### config.mk
export PLATFORM = sky130hd
export DESIGN_NAME = cpt_ctrl
export DESIGN_NICKNAME = d
export VERILOG_FILES = /design/src/hw/rtl/cpt_pkg.sv /design/src/hw/rtl/cpt_ctrl.sv
export SDC_FILE = /design/constraint.sdc
export NUM_CORES = 1
export LEC_CHECK = 0
export BUFFER_PORTS_ARGS = -buffer_cell sky130_fd_sc_hd__clkbuf_2
export CORE_UTILIZATION = 25
export DETAILED_ROUTE_END_ITERATION = 6
export PLACE_DENSITY = 0.55
export SYNTH_ARGS = -nofsm -noshare
export SYNTH_HDL_FRONTEND = slang
export SYNTH_SLANG_ARGS = --single-unit
### constraint.sdc
create_clock -name i_clk -period 2.6 [get_ports i_clk]
set_input_delay 0.78 -clock i_clk [delete_from_list [all_inputs] [get_ports i_clk]]
set_output_delay 0.78 -clock i_clk [all_outputs]
set_load 0.005 [all_outputs]
### src/hw/rtl/cpt_pkg.sv
// Shared types, constants and codes for the pairwise tally block.
// No dependencies; used by cpt_ctrl, cpt_datapath and condorcet_pairwise_tally.
`default_nettype none

package cpt_pkg;

    localparam int MAX_CAND   = 16;
    localparam int SCORE_BITS = 16;
    localparam int CAND_W     = $clog2(MAX_CAND);
    localparam int NUM_W      = 5;
    localparam int ADDR_W     = 2 * CAND_W;
    localparam int DEPTH      = MAX_CAND * MAX_CAND;

    typedef logic [CAND_W-1:0]            t_cand;
    typedef logic [NUM_W-1:0]             t_num;
    typedef logic [MAX_CAND-1:0]          t_mask;
    typedef logic signed [SCORE_BITS-1:0] t_score;
    typedef logic [ADDR_W-1:0]            t_addr;
    typedef logic [1:0]                   t_func;

    localparam t_func FUNC_ADD   = 2'd0;
    localparam t_func FUNC_REM   = 2'd1;
    localparam t_func FUNC_CLEAR = 2'd2;
    localparam t_func FUNC_QUERY = 2'd3;

    localparam t_score SCORE_MAX = {1'b0, {(SCORE_BITS-1){1'b1}}};
    localparam t_score SCORE_MIN = {1'b1, {(SCORE_BITS-1){1'b0}}};

    localparam t_num NUM_RESET = t_num'(MAX_CAND);

    typedef struct packed {
        logic latch;
        logic clear_all;
        logic seen_clr;
        logic seen_mark;
        logic cnt_clr;
        logic cnt_inc;
        logic mem_rd;
        logic mem_wr;
        logic row_sel_cand;
        logic out_win;
        logic out_found;
        logic out_query;
    } t_cmd;

    typedef struct packed {
        t_func func;
        logic  is_last;
        logic  elem_ok;
        logic  j_active;
        logic  cnt_last;
        logic  win_hit;
    } t_sts;

endpackage

`default_nettype wire

### src/hw/rtl/cpt_ctrl.sv
// Sequencer for the pairwise tally: dispatch, column update loop, winner scan.
// Depends on cpt_pkg; drives cpt_datapath through t_cmd, reads t_sts.
`default_nettype none

module cpt_ctrl (
    input  wire            i_clk,
    input  wire            i_rst_n,
    input  wire            start,
    output logic           busy,
    input  cpt_pkg::t_sts  i_sts,
    output cpt_pkg::t_cmd  o_cmd
);

    localparam logic [2:0] S_IDLE  = 3'd0;
    localparam logic [2:0] S_DISP  = 3'd1;
    localparam logic [2:0] S_URD   = 3'd2;
    localparam logic [2:0] S_UWR   = 3'd3;
    localparam logic [2:0] S_UDONE = 3'd4;
    localparam logic [2:0] S_SCAN  = 3'd5;

    logic [2:0] r_state;
    logic [2:0] n_state;

    assign busy = (r_state != S_IDLE);

    always_comb begin
        n_state = r_state;
        o_cmd   = '0;
        case (r_state)
            S_IDLE: begin
                if (start) begin
                    o_cmd.latch = 1'b1;
                    n_state     = S_DISP;
                end
            end
            S_DISP: begin
                case (i_sts.func)
                    cpt_pkg::FUNC_QUERY: begin
                        o_cmd.row_sel_cand = 1'b1;
                        o_cmd.out_query    = 1'b1;
                        n_state            = S_IDLE;
                    end
                    cpt_pkg::FUNC_CLEAR: begin
                        o_cmd.clear_all = 1'b1;
                        o_cmd.seen_clr  = 1'b1;
                        o_cmd.cnt_clr   = 1'b1;
                        n_state         = S_SCAN;
                    end
                    default: begin
                        if (i_sts.elem_ok) begin
                            o_cmd.cnt_clr = 1'b1;
                            n_state       = S_URD;
                        end else if (i_sts.is_last) begin
                            o_cmd.seen_clr = 1'b1;
                            o_cmd.cnt_clr  = 1'b1;
                            n_state        = S_SCAN;
                        end else begin
                            n_state = S_IDLE;
                        end
                    end
                endcase
            end
            S_URD: begin
                if (i_sts.j_active) begin
                    o_cmd.mem_rd = 1'b1;
                    n_state      = S_UWR;
                end else if (i_sts.cnt_last) begin
                    n_state = S_UDONE;
                end else begin
                    o_cmd.cnt_inc = 1'b1;
                end
            end
            S_UWR: begin
                o_cmd.mem_wr = 1'b1;
                if (i_sts.cnt_last) begin
                    n_state = S_UDONE;
                end else begin
                    o_cmd.cnt_inc = 1'b1;
                    n_state       = S_URD;
                end
            end
            S_UDONE: begin
                if (i_sts.is_last) begin
                    o_cmd.seen_clr = 1'b1;
                    o_cmd.cnt_clr  = 1'b1;
                    n_state        = S_SCAN;
                end else begin
                    o_cmd.seen_mark = 1'b1;
                    n_state         = S_IDLE;
                end
            end
            S_SCAN: begin
                if (i_sts.win_hit) begin
                    o_cmd.out_win   = 1'b1;
                    o_cmd.out_found = 1'b1;
                    n_state         = S_IDLE;
                end else if (i_sts.cnt_last) begin
                    o_cmd.out_win = 1'b1;
                    n_state       = S_IDLE;
                end else begin
                    o_cmd.cnt_inc = 1'b1;
                end
            end
            default: begin
                n_state = S_IDLE;
            end
        endcase
    end

    always_ff @(posedge i_clk) begin
        if (!i_rst_n) begin
            r_state <= S_IDLE;
        end else begin
            r_state <= n_state;
        end
    end

endmodule

`default_nettype wire

==> summary.txt, run 1 <==
status - completed
largest net degree at the start of global routing - 12
Cell Area, Synth - 357 um2
Peak VDD IR - 0.127 mV
Final Max Tran Viols - 0
r2r endpoint - r_state[2]
DRT iter0 DRCs - 15
PortBufs - 22
Reg clk slew, reported paths - 0.04 ns
hold_sp - r_state[1]
Crit Reg-Reg Startpoint - r_state[2]
final setup fails - 0
H-tree depth - 1
Distinct cells, synth - 27
routability cong. - 0.787
pwr dens - 445 mW/mm2
first-pass GRT wire length - 1.39 mm
die height - 39.8 um
Final WS setup - 0.199 ns
Clk pwr share - 0.364
row count - 13
Final period util - 0.923
DRC - 0
Sink Count - 3
Worst R2R Path Depth - 4
Yosys top cell area share - 0.168
syn avg cell area - 7.28 um2
GRT overflow - 0
Final Skew - 0.00125 ns
hpwl dp - 743 um
ant diodes - 0
RSZ-0062 raised after global routing - false
CTS tree - done
Worst Hold Depth - 2
max_slew headroom - 0.759
Hold Fails Final Rpt - 0
Fmax achieved - 0.416 GHz
Reg power frac - 0.282
Nets - 83
vias in the first global route - 317
Initial Util - 0.271
CTS resizes - 0
clk root buf - clkbuf_4
syn_nets - 59
Net Sw Power - 72.4 uW
TNS Setup - 0 ns
Top reg by flops - r_state
Routed Antenna Nets - 0
MaxCap Viol Count - 0
WL/cell - 11.4 um
cts hold-fix bufs - 0
leakage power - 0.000238 uW
Cells after DPL - 83
Setup CP Type - in -> out
core box area - 0.00132 mm2
CP startpoint kind - primary input
R2R setup slack - 1.25 ns
yosys warns - 0
Critical Path Start - i_sts[6]
fillers - 151
critical-path maximum fanout - 5
crit path DAT - 1.62 ns
Max clock buf depth - 2
DR pass1 iterations - 4
vias per inst - 5.07
Pint - 145 uW
area delta synth->final - 36.8%
Comb power frac - 0.354
share of cells above drive strength 1 - 0.458
Min-Delay Endpoint - r_state[2]
worst slew pin tran - 0.352 ns
Synth area leader - dfxtp_1
GRT Resource Usage Total - 0.125
Gate Count Post-Synth - 49
number of flip-flops in the largest register - 3
pre-CTS setup slack - 0.202 ns
DIE AREA - 0.00158 mm2
min Tclk post-route - 2.40 ns
Net Sw Frac - 0.333
Worst setup EP type - output pin
initial antenna violation count - 0
Critical Path RT - 1.82 ns
ranking of synthesized cells by area - dfxtp_1 17%, nor2_1 7.4%, nor4b_4 6.7%, a21oi_1 5.6%, a31oi_1 5.3%
Post-CTS Setup Bufs - 0
sequential-to-total area share from yosys stat - 0.168
Num CTS Buffers - 3
via count - 441
flops & latches, synth - 3
Worst Hold Class - reg -> reg
clock insertion delay at the later pin of the skew report - 0.23 ns
I/O pin count - 23
routed wire length - 990 um
top flop regs - r_state x3
die width - 39.8 um
final std cells w/o fill - 87
area by class of cell:
cell class / count / area (um2) / share of cell area
Timing Repair Buffer: 22 / 110 / 0.226
Inverter: 5 / 18.8 / 0.0385
Sequential cell: 3 / 60.1 / 0.123
Clock buffer: 4 / 26.3 / 0.0538
Multi-Input combinational cell: 38 / 254 / 0.521
Tap cell: 15 / 18.8 / 0.0385
how the worst max path moves through the flow:
stage / endpoint / slack [ns] / cells past startpoint
after floorplan: o_cmd[7] / 0.49 / 4
after global placement: o_cmd[7] / 0.23 / 6
after detailed placement: o_cmd[7] / 0.20 / 6
after CTS: o_cmd[7] / 0.21 / 6
after global routing: o_cmd[7] / 0.15 / 6
final: o_cmd[7] / 0.20 / 6
layout by cell type (no fill, tap or decap), drive strengths merged:
cell type	count
nand2	3
nor4b	2
dfxtp	3
nand2b	2
and4	1
nor3	3
and3	2
o211ai	2
nor2	7
a2111oi	1
and2b	1
o21ai	2
and3b	1
a21oi	4
nand3b	1
nor4	1
o221a	1
a31oi	3
clkbuf	26
o2111ai	1
inv	5
synthesized netlist by cell type:
library cell and n:
and4_2 1, nand2_1 3, and3_2 1, inv_2 1
buf_2 1, nor4b_2 1, dfxtp_1 3, o2111ai_1 1
buf_6 1, nor4b_4 1, nand3b_1 1, a2111oi_0 1
buf_4 1, o21ai_0 2, inv_1 4, o211ai_1 2
nand2b_1 1, nand2b_2 1, nor3_1 3, and3_1 1
a31oi_1 3, nor2_1 7, and3b_1 1, o221a_2 1
and2b_2 1, nor4_1 1, a21oi_1 4
power by group through the flow:
stage                     sequential, uW  clock, uW  combinational, uW
final                               61.2       79.2               76.9
after global placement              61.9          0               77.2
after detailed placement            61.8          0               76.5
after floorplan                     55.9          0               52.7
after global routing                62.4       88.8               85.8
after CTS                           61.1       82.6               77.0
critical path: stages:
cell,delay (ns)
clkbuf_2,0.13
nor3_1,0.06
a2111oi_0,0.37
a21oi_1,0.07
nor2_1,0.09
clkbuf_2,0.11
per-stage QoR:
stage,power (uW),util,hold slack (ns),instance area [um2]
5_1_grt,237,0.370,0.705,488
3_3_place_gp,139,0.350,0.655,462
6_report,217,0.370,0.656,488
3_5_place_dp,138,0.350,0.635,462
4_1_cts,221,0.370,0.656,488
2_1_floorplan,109,-,0.597,357
cell families (layout without fill, tap and decap cells):
kind of cell,Yosys count,after routing,synth area share
AOI/OAI and AO/OA,14,14,0.260
DFF,3,3,0.168
and+or+nand+nor,24,24,0.453
buffers and inverters,8,31,0.119
metal layers:
layer | vias to the layer above | wire [um] | GRT usage
li1 | 227 | - | -
met1 | 192 | 491 | 0.176
met2 | 22 | 435 | 0.193
met3 | 0 | 63 | 0.0227
met4 | 0 | 0 | 0.0259
met5 | - | 0 | 0
Power figures use the tool's default switching activity.
==> run 2, diff against run 1 <==
--- a/config.mk
+++ b/config.mk
@@ -5,10 +5,12 @@
 export SDC_FILE = /design/constraint.sdc
 export NUM_CORES = 1
 export LEC_CHECK = 0
+export ABC_AREA = 1
 export BUFFER_PORTS_ARGS = -buffer_cell sky130_fd_sc_hd__clkbuf_2
 export CORE_UTILIZATION = 25
 export DETAILED_ROUTE_END_ITERATION = 6
-export PLACE_DENSITY = 0.55
+export MAX_ROUTING_LAYER = met4
+export PLACE_DENSITY = 0.56
 export SYNTH_ARGS = -nofsm -noshare
 export SYNTH_HDL_FRONTEND = slang
 export SYNTH_SLANG_ARGS = --single-unit
==> run 2 against run 1 <==
Net effect:
- global-route usage increased by 0.77 points
- non-clock buffer count unchanged
- sequential power decreased by 3%
- via count increased by 0.23%
- critical path depth decreased by 1
- count of clock-buffer cells in the layout unchanged
- flip-flop and latch count unchanged
- cell area decreased by 2.3%
- clock power increased by 5.3%
- total power increased by 0.58%
- clock skew about the same
- area after synthesis decreased by 6.0%
==> summary.txt, run 2 <==
Power Total - 218 uW (was 217 uW)
GRT Resource Usage Total - 0.133 (was 0.125)
Worst Hold Class - reg -> reg (unchanged)
leakage power - 0.000296 uW (was 0.000238 uW)
area occupied by multi-input gates - 214 um2 (was 254 um2)
Initial Util - 0.286 (was 0.271)
post-synthesis compound-gate area fraction - 0.104 (was 0.260)
I/O pin count - 23 (unchanged)
core box area - 0.00117 mm2 (was 0.00132 mm2)
PortBufs - 22 (unchanged)
Final period util - 0.856 (was 0.923)
row count - 12 (was 13)
worst slew pin tran - 0.287 ns (was 0.352 ns)
Final Skew - 0.00134 ns (was 0.00125 ns)
TNS Setup - 0 ns (unchanged)
syn avg cell area - 5.32 um2 (was 7.28 um2)
largest net degree at the start of global routing - 9 (was 12)
Distinct cells, synth - 17 (was 27)
share of cells above drive strength 1 - 0.356 (was 0.458)
Post-CTS Setup Bufs - 0 (unchanged)
Reg clk slew, reported paths - 0.04 ns (about the same)
flops & latches, synth - 3 (unchanged)
Routed Antenna Nets - 0 (unchanged)
Pint - 141 uW (was 145 uW)
hpwl dp - 728 um (was 743 um)
most frequent cells in the layout - 22 x clkbuf_2, 14 x nand2_1, 10 x inv_1 (was 22 x clkbuf_2, 7 x nor2_1, 4 x inv_1, 4 x a21oi_1)
Critical Path RT - 1.82 ns (about the same)
max_slew headroom - 0.808 (was 0.759)
status - completed (unchanged)
Clk pwr share - 0.382 (was 0.364)
via count - 442 (was 441)
Gate Count Post-Synth - 63 (was 49)
Nets - 98 (was 83)
EDFF count, synth - 0 (unchanged)
vias in the first global route - 348 (was 317)
WL met2 - 397 um (was 435 um)
area delta synth->final - 42.2% (was 36.8%)
Comb power frac - 0.346 (was 0.354)
Synth area leader - dfxtp_1 (unchanged)
Num CTS Buffers - 3 (unchanged)
mux contribution to synthesized area - 0 (unchanged)
Fmax achieved - 0.449 GHz (was 0.416 GHz)
Synth Area in Adders - 0 (unchanged)
crit path DAT - 1.45 ns (was 1.62 ns)
die height - 38.6 um (was 39.8 um)
number of flip-flops in the largest register - 3 (unchanged)
clock insertion delay at the later pin of the skew report - 0.23 ns (about the same)
sequential-to-total area share from yosys stat - 0.179 (was 0.168)
first-pass GRT wire length - 1.38 mm (was 1.39 mm)
metal3 WL - 38 um (was 63 um)
ant diodes - 0 (unchanged)
Net Sw Power - 77.8 uW (was 72.4 uW)
critical-path maximum fanout - 4 (was 5)
min Tclk post-route - 2.23 ns (was 2.40 ns)
Setup CP Type - in -> out (unchanged)
initial antenna violation count - 0 (unchanged)
Sink Count - 3 (unchanged)
MaxCap Viol Count - 0 (unchanged)
routed wire length - 853 um (was 990 um)
Cell Area, Synth - 335 um2 (was 357 um2)
GRT overflow - 0 (unchanged)
top flop regs - r_state x3 (unchanged)
CTS resizes - 0 (unchanged)
Peak VDD IR - 0.153 mV (was 0.127 mV)
CTS tree - done (unchanged)
WL/cell - 8.45 um (was 11.4 um)
H-tree depth - 1 (unchanged)
Net Sw Frac - 0.356 (was 0.333)
Yosys top cell area share - 0.179 (was 0.168)
register area - 60.1 um2 (unchanged)
final setup fails - 0 (unchanged)
vias per inst - 4.38 (was 5.07)
Synth Flop Type - dfxtp_1 (unchanged)
yosys warns - 0 (unchanged)
Top reg by flops - r_state (unchanged)
Worst setup EP type - output pin (unchanged)
clk root buf - clkbuf_4 (unchanged)
Hold Fails Final Rpt - 0 (unchanged)
synth cell count leaders - 14 x nand2_1, 10 x inv_1, 9 x nor2_1 (was 7 x nor2_1, 4 x a21oi_1, 4 x inv_1)
CP startpoint kind - primary input (unchanged)
worst hold slack - 0.626 ns (was 0.656 ns)
routability cong. - 0.765 (was 0.787)
Max clock buf depth - 2 (unchanged)
ys async rst share - 0 (unchanged)
Simple-Gate Fraction of Synth Area - 0.534 (was 0.453)
Reg power frac - 0.272 (was 0.282)
cts hold-fix bufs - 0 (unchanged)
Final Max Tran Viols - 0 (unchanged)
syn_nets - 73 (was 59)
DRT iter0 DRCs - 6 (was 15)
RSZ-0062 raised after global routing - false (unchanged)
DR pass1 iterations - 2 (was 4)
Post-Synth XOR/XNOR Area - 0 (unchanged)
most common cell after layout, fill and taps aside - clkbuf_2 (unchanged)
die width - 38.6 um (was 39.8 um)
Top Metal Used - met3 (unchanged)
largest family of logic cells by synthesized area - simple AND/OR/NAND/NOR gates (unchanged)
count leader, synth - nand2_1 (was nor2_1)
pwr dens - 458 mW/mm2 (was 445 mW/mm2)
fillers - 136 (was 151)
DIE AREA - 0.00149 mm2 (was 0.00158 mm2)
ranking of synthesized cells by area - dfxtp_1 18%, nand2_1 16%, inv_1 11%, nand3_1 10%, nor2_1 10% (was dfxtp_1 17%, nor2_1 7.4%, nor4b_4 6.7%, a21oi_1 5.6%, a31oi_1 5.3%)
Metal-1 WL - 417 um (was 491 um)
DRC - 0 (unchanged)
## run 2: cell count changes in the layout (fill, tap and decap cells not counted), sizes merged, moves of 2 or more
cell | before | now
a31oi | 3 | 0
and3 | 2 | 0
inv | 5 | 13
nand2 | 3 | 14
nand2b | 2 | 0
nand3 | 0 | 7
nand4 | 0 | 3
nor2 | 7 | 11
nor4b | 2 | 0
## run 2: final timing paths
kind / slack (ns) / endpoint / cells past startpoint / from
max: 0.37 / o_cmd[6] / 5 / i_sts[1]
min: 0.63 / r_state[1] / 2 / r_state[1]
max reg2reg: 1.44 / r_state[2] / 6 / r_state[0]
min reg2reg: 0.63 / r_state[1] / 2 / r_state[1]
## run 2: through the flow
stage | setup slack, ns | util | instance area, um2 | std cells
after floorplan | 0.660 | - | 335 | 63
after global placement | 0.412 | 0.385 | 450 | 97
after detailed placement | 0.378 | 0.385 | 450 | 97
after CTS | 0.378 | 0.407 | 477 | 101
after global routing | 0.297 | 0.407 | 477 | 101
final | 0.374 | 0.407 | 477 | 101
## run 2: layout make-up
class                   instances  area share
multi-input cells              45       0.449
repair buffers                 22       0.231
flip-flops and latches          3       0.126
inverters                      13       0.102
clock buffers                   4      0.0551
well taps                      14      0.0367
## run 2: kinds of logic after synthesis
kind of cell / Yosys count
and+or+nand+nor: 39
AOI/OAI and AO/OA: 6
buffers and inverters: 15
DFF: 3
## run 2: per-layer routing
layer / track usage / up-vias
met2: 0.213 / 11
li1: - / 251
met3: 0 / 0
met4: 0.0517 / 0
met5: - / -
met1: 0.178 / 180
## run 2: power by group through the flow
| stage | combinational [uW] | clock [uW] | sequential [uW] |
|---|---|---|---|
| 2_1_floorplan | 53.3 | 0 | 54.7 |
| 3_3_place_gp | 77.0 | 0 | 60.5 |
| 3_5_place_dp | 76.5 | 0 | 60.1 |
| 4_1_cts | 76.9 | 85.7 | 59.5 |
| 5_1_grt | 88.7 | 90.4 | 60.5 |
| 6_report | 75.6 | 83.4 | 59.4 |
## run 2: critical path, stage by stage
cell and delay (ns):
clkbuf_2 0.11, nor2_1 0.14, nand4_1 0.17, nand3_1 0.14, clkbuf_2 0.11
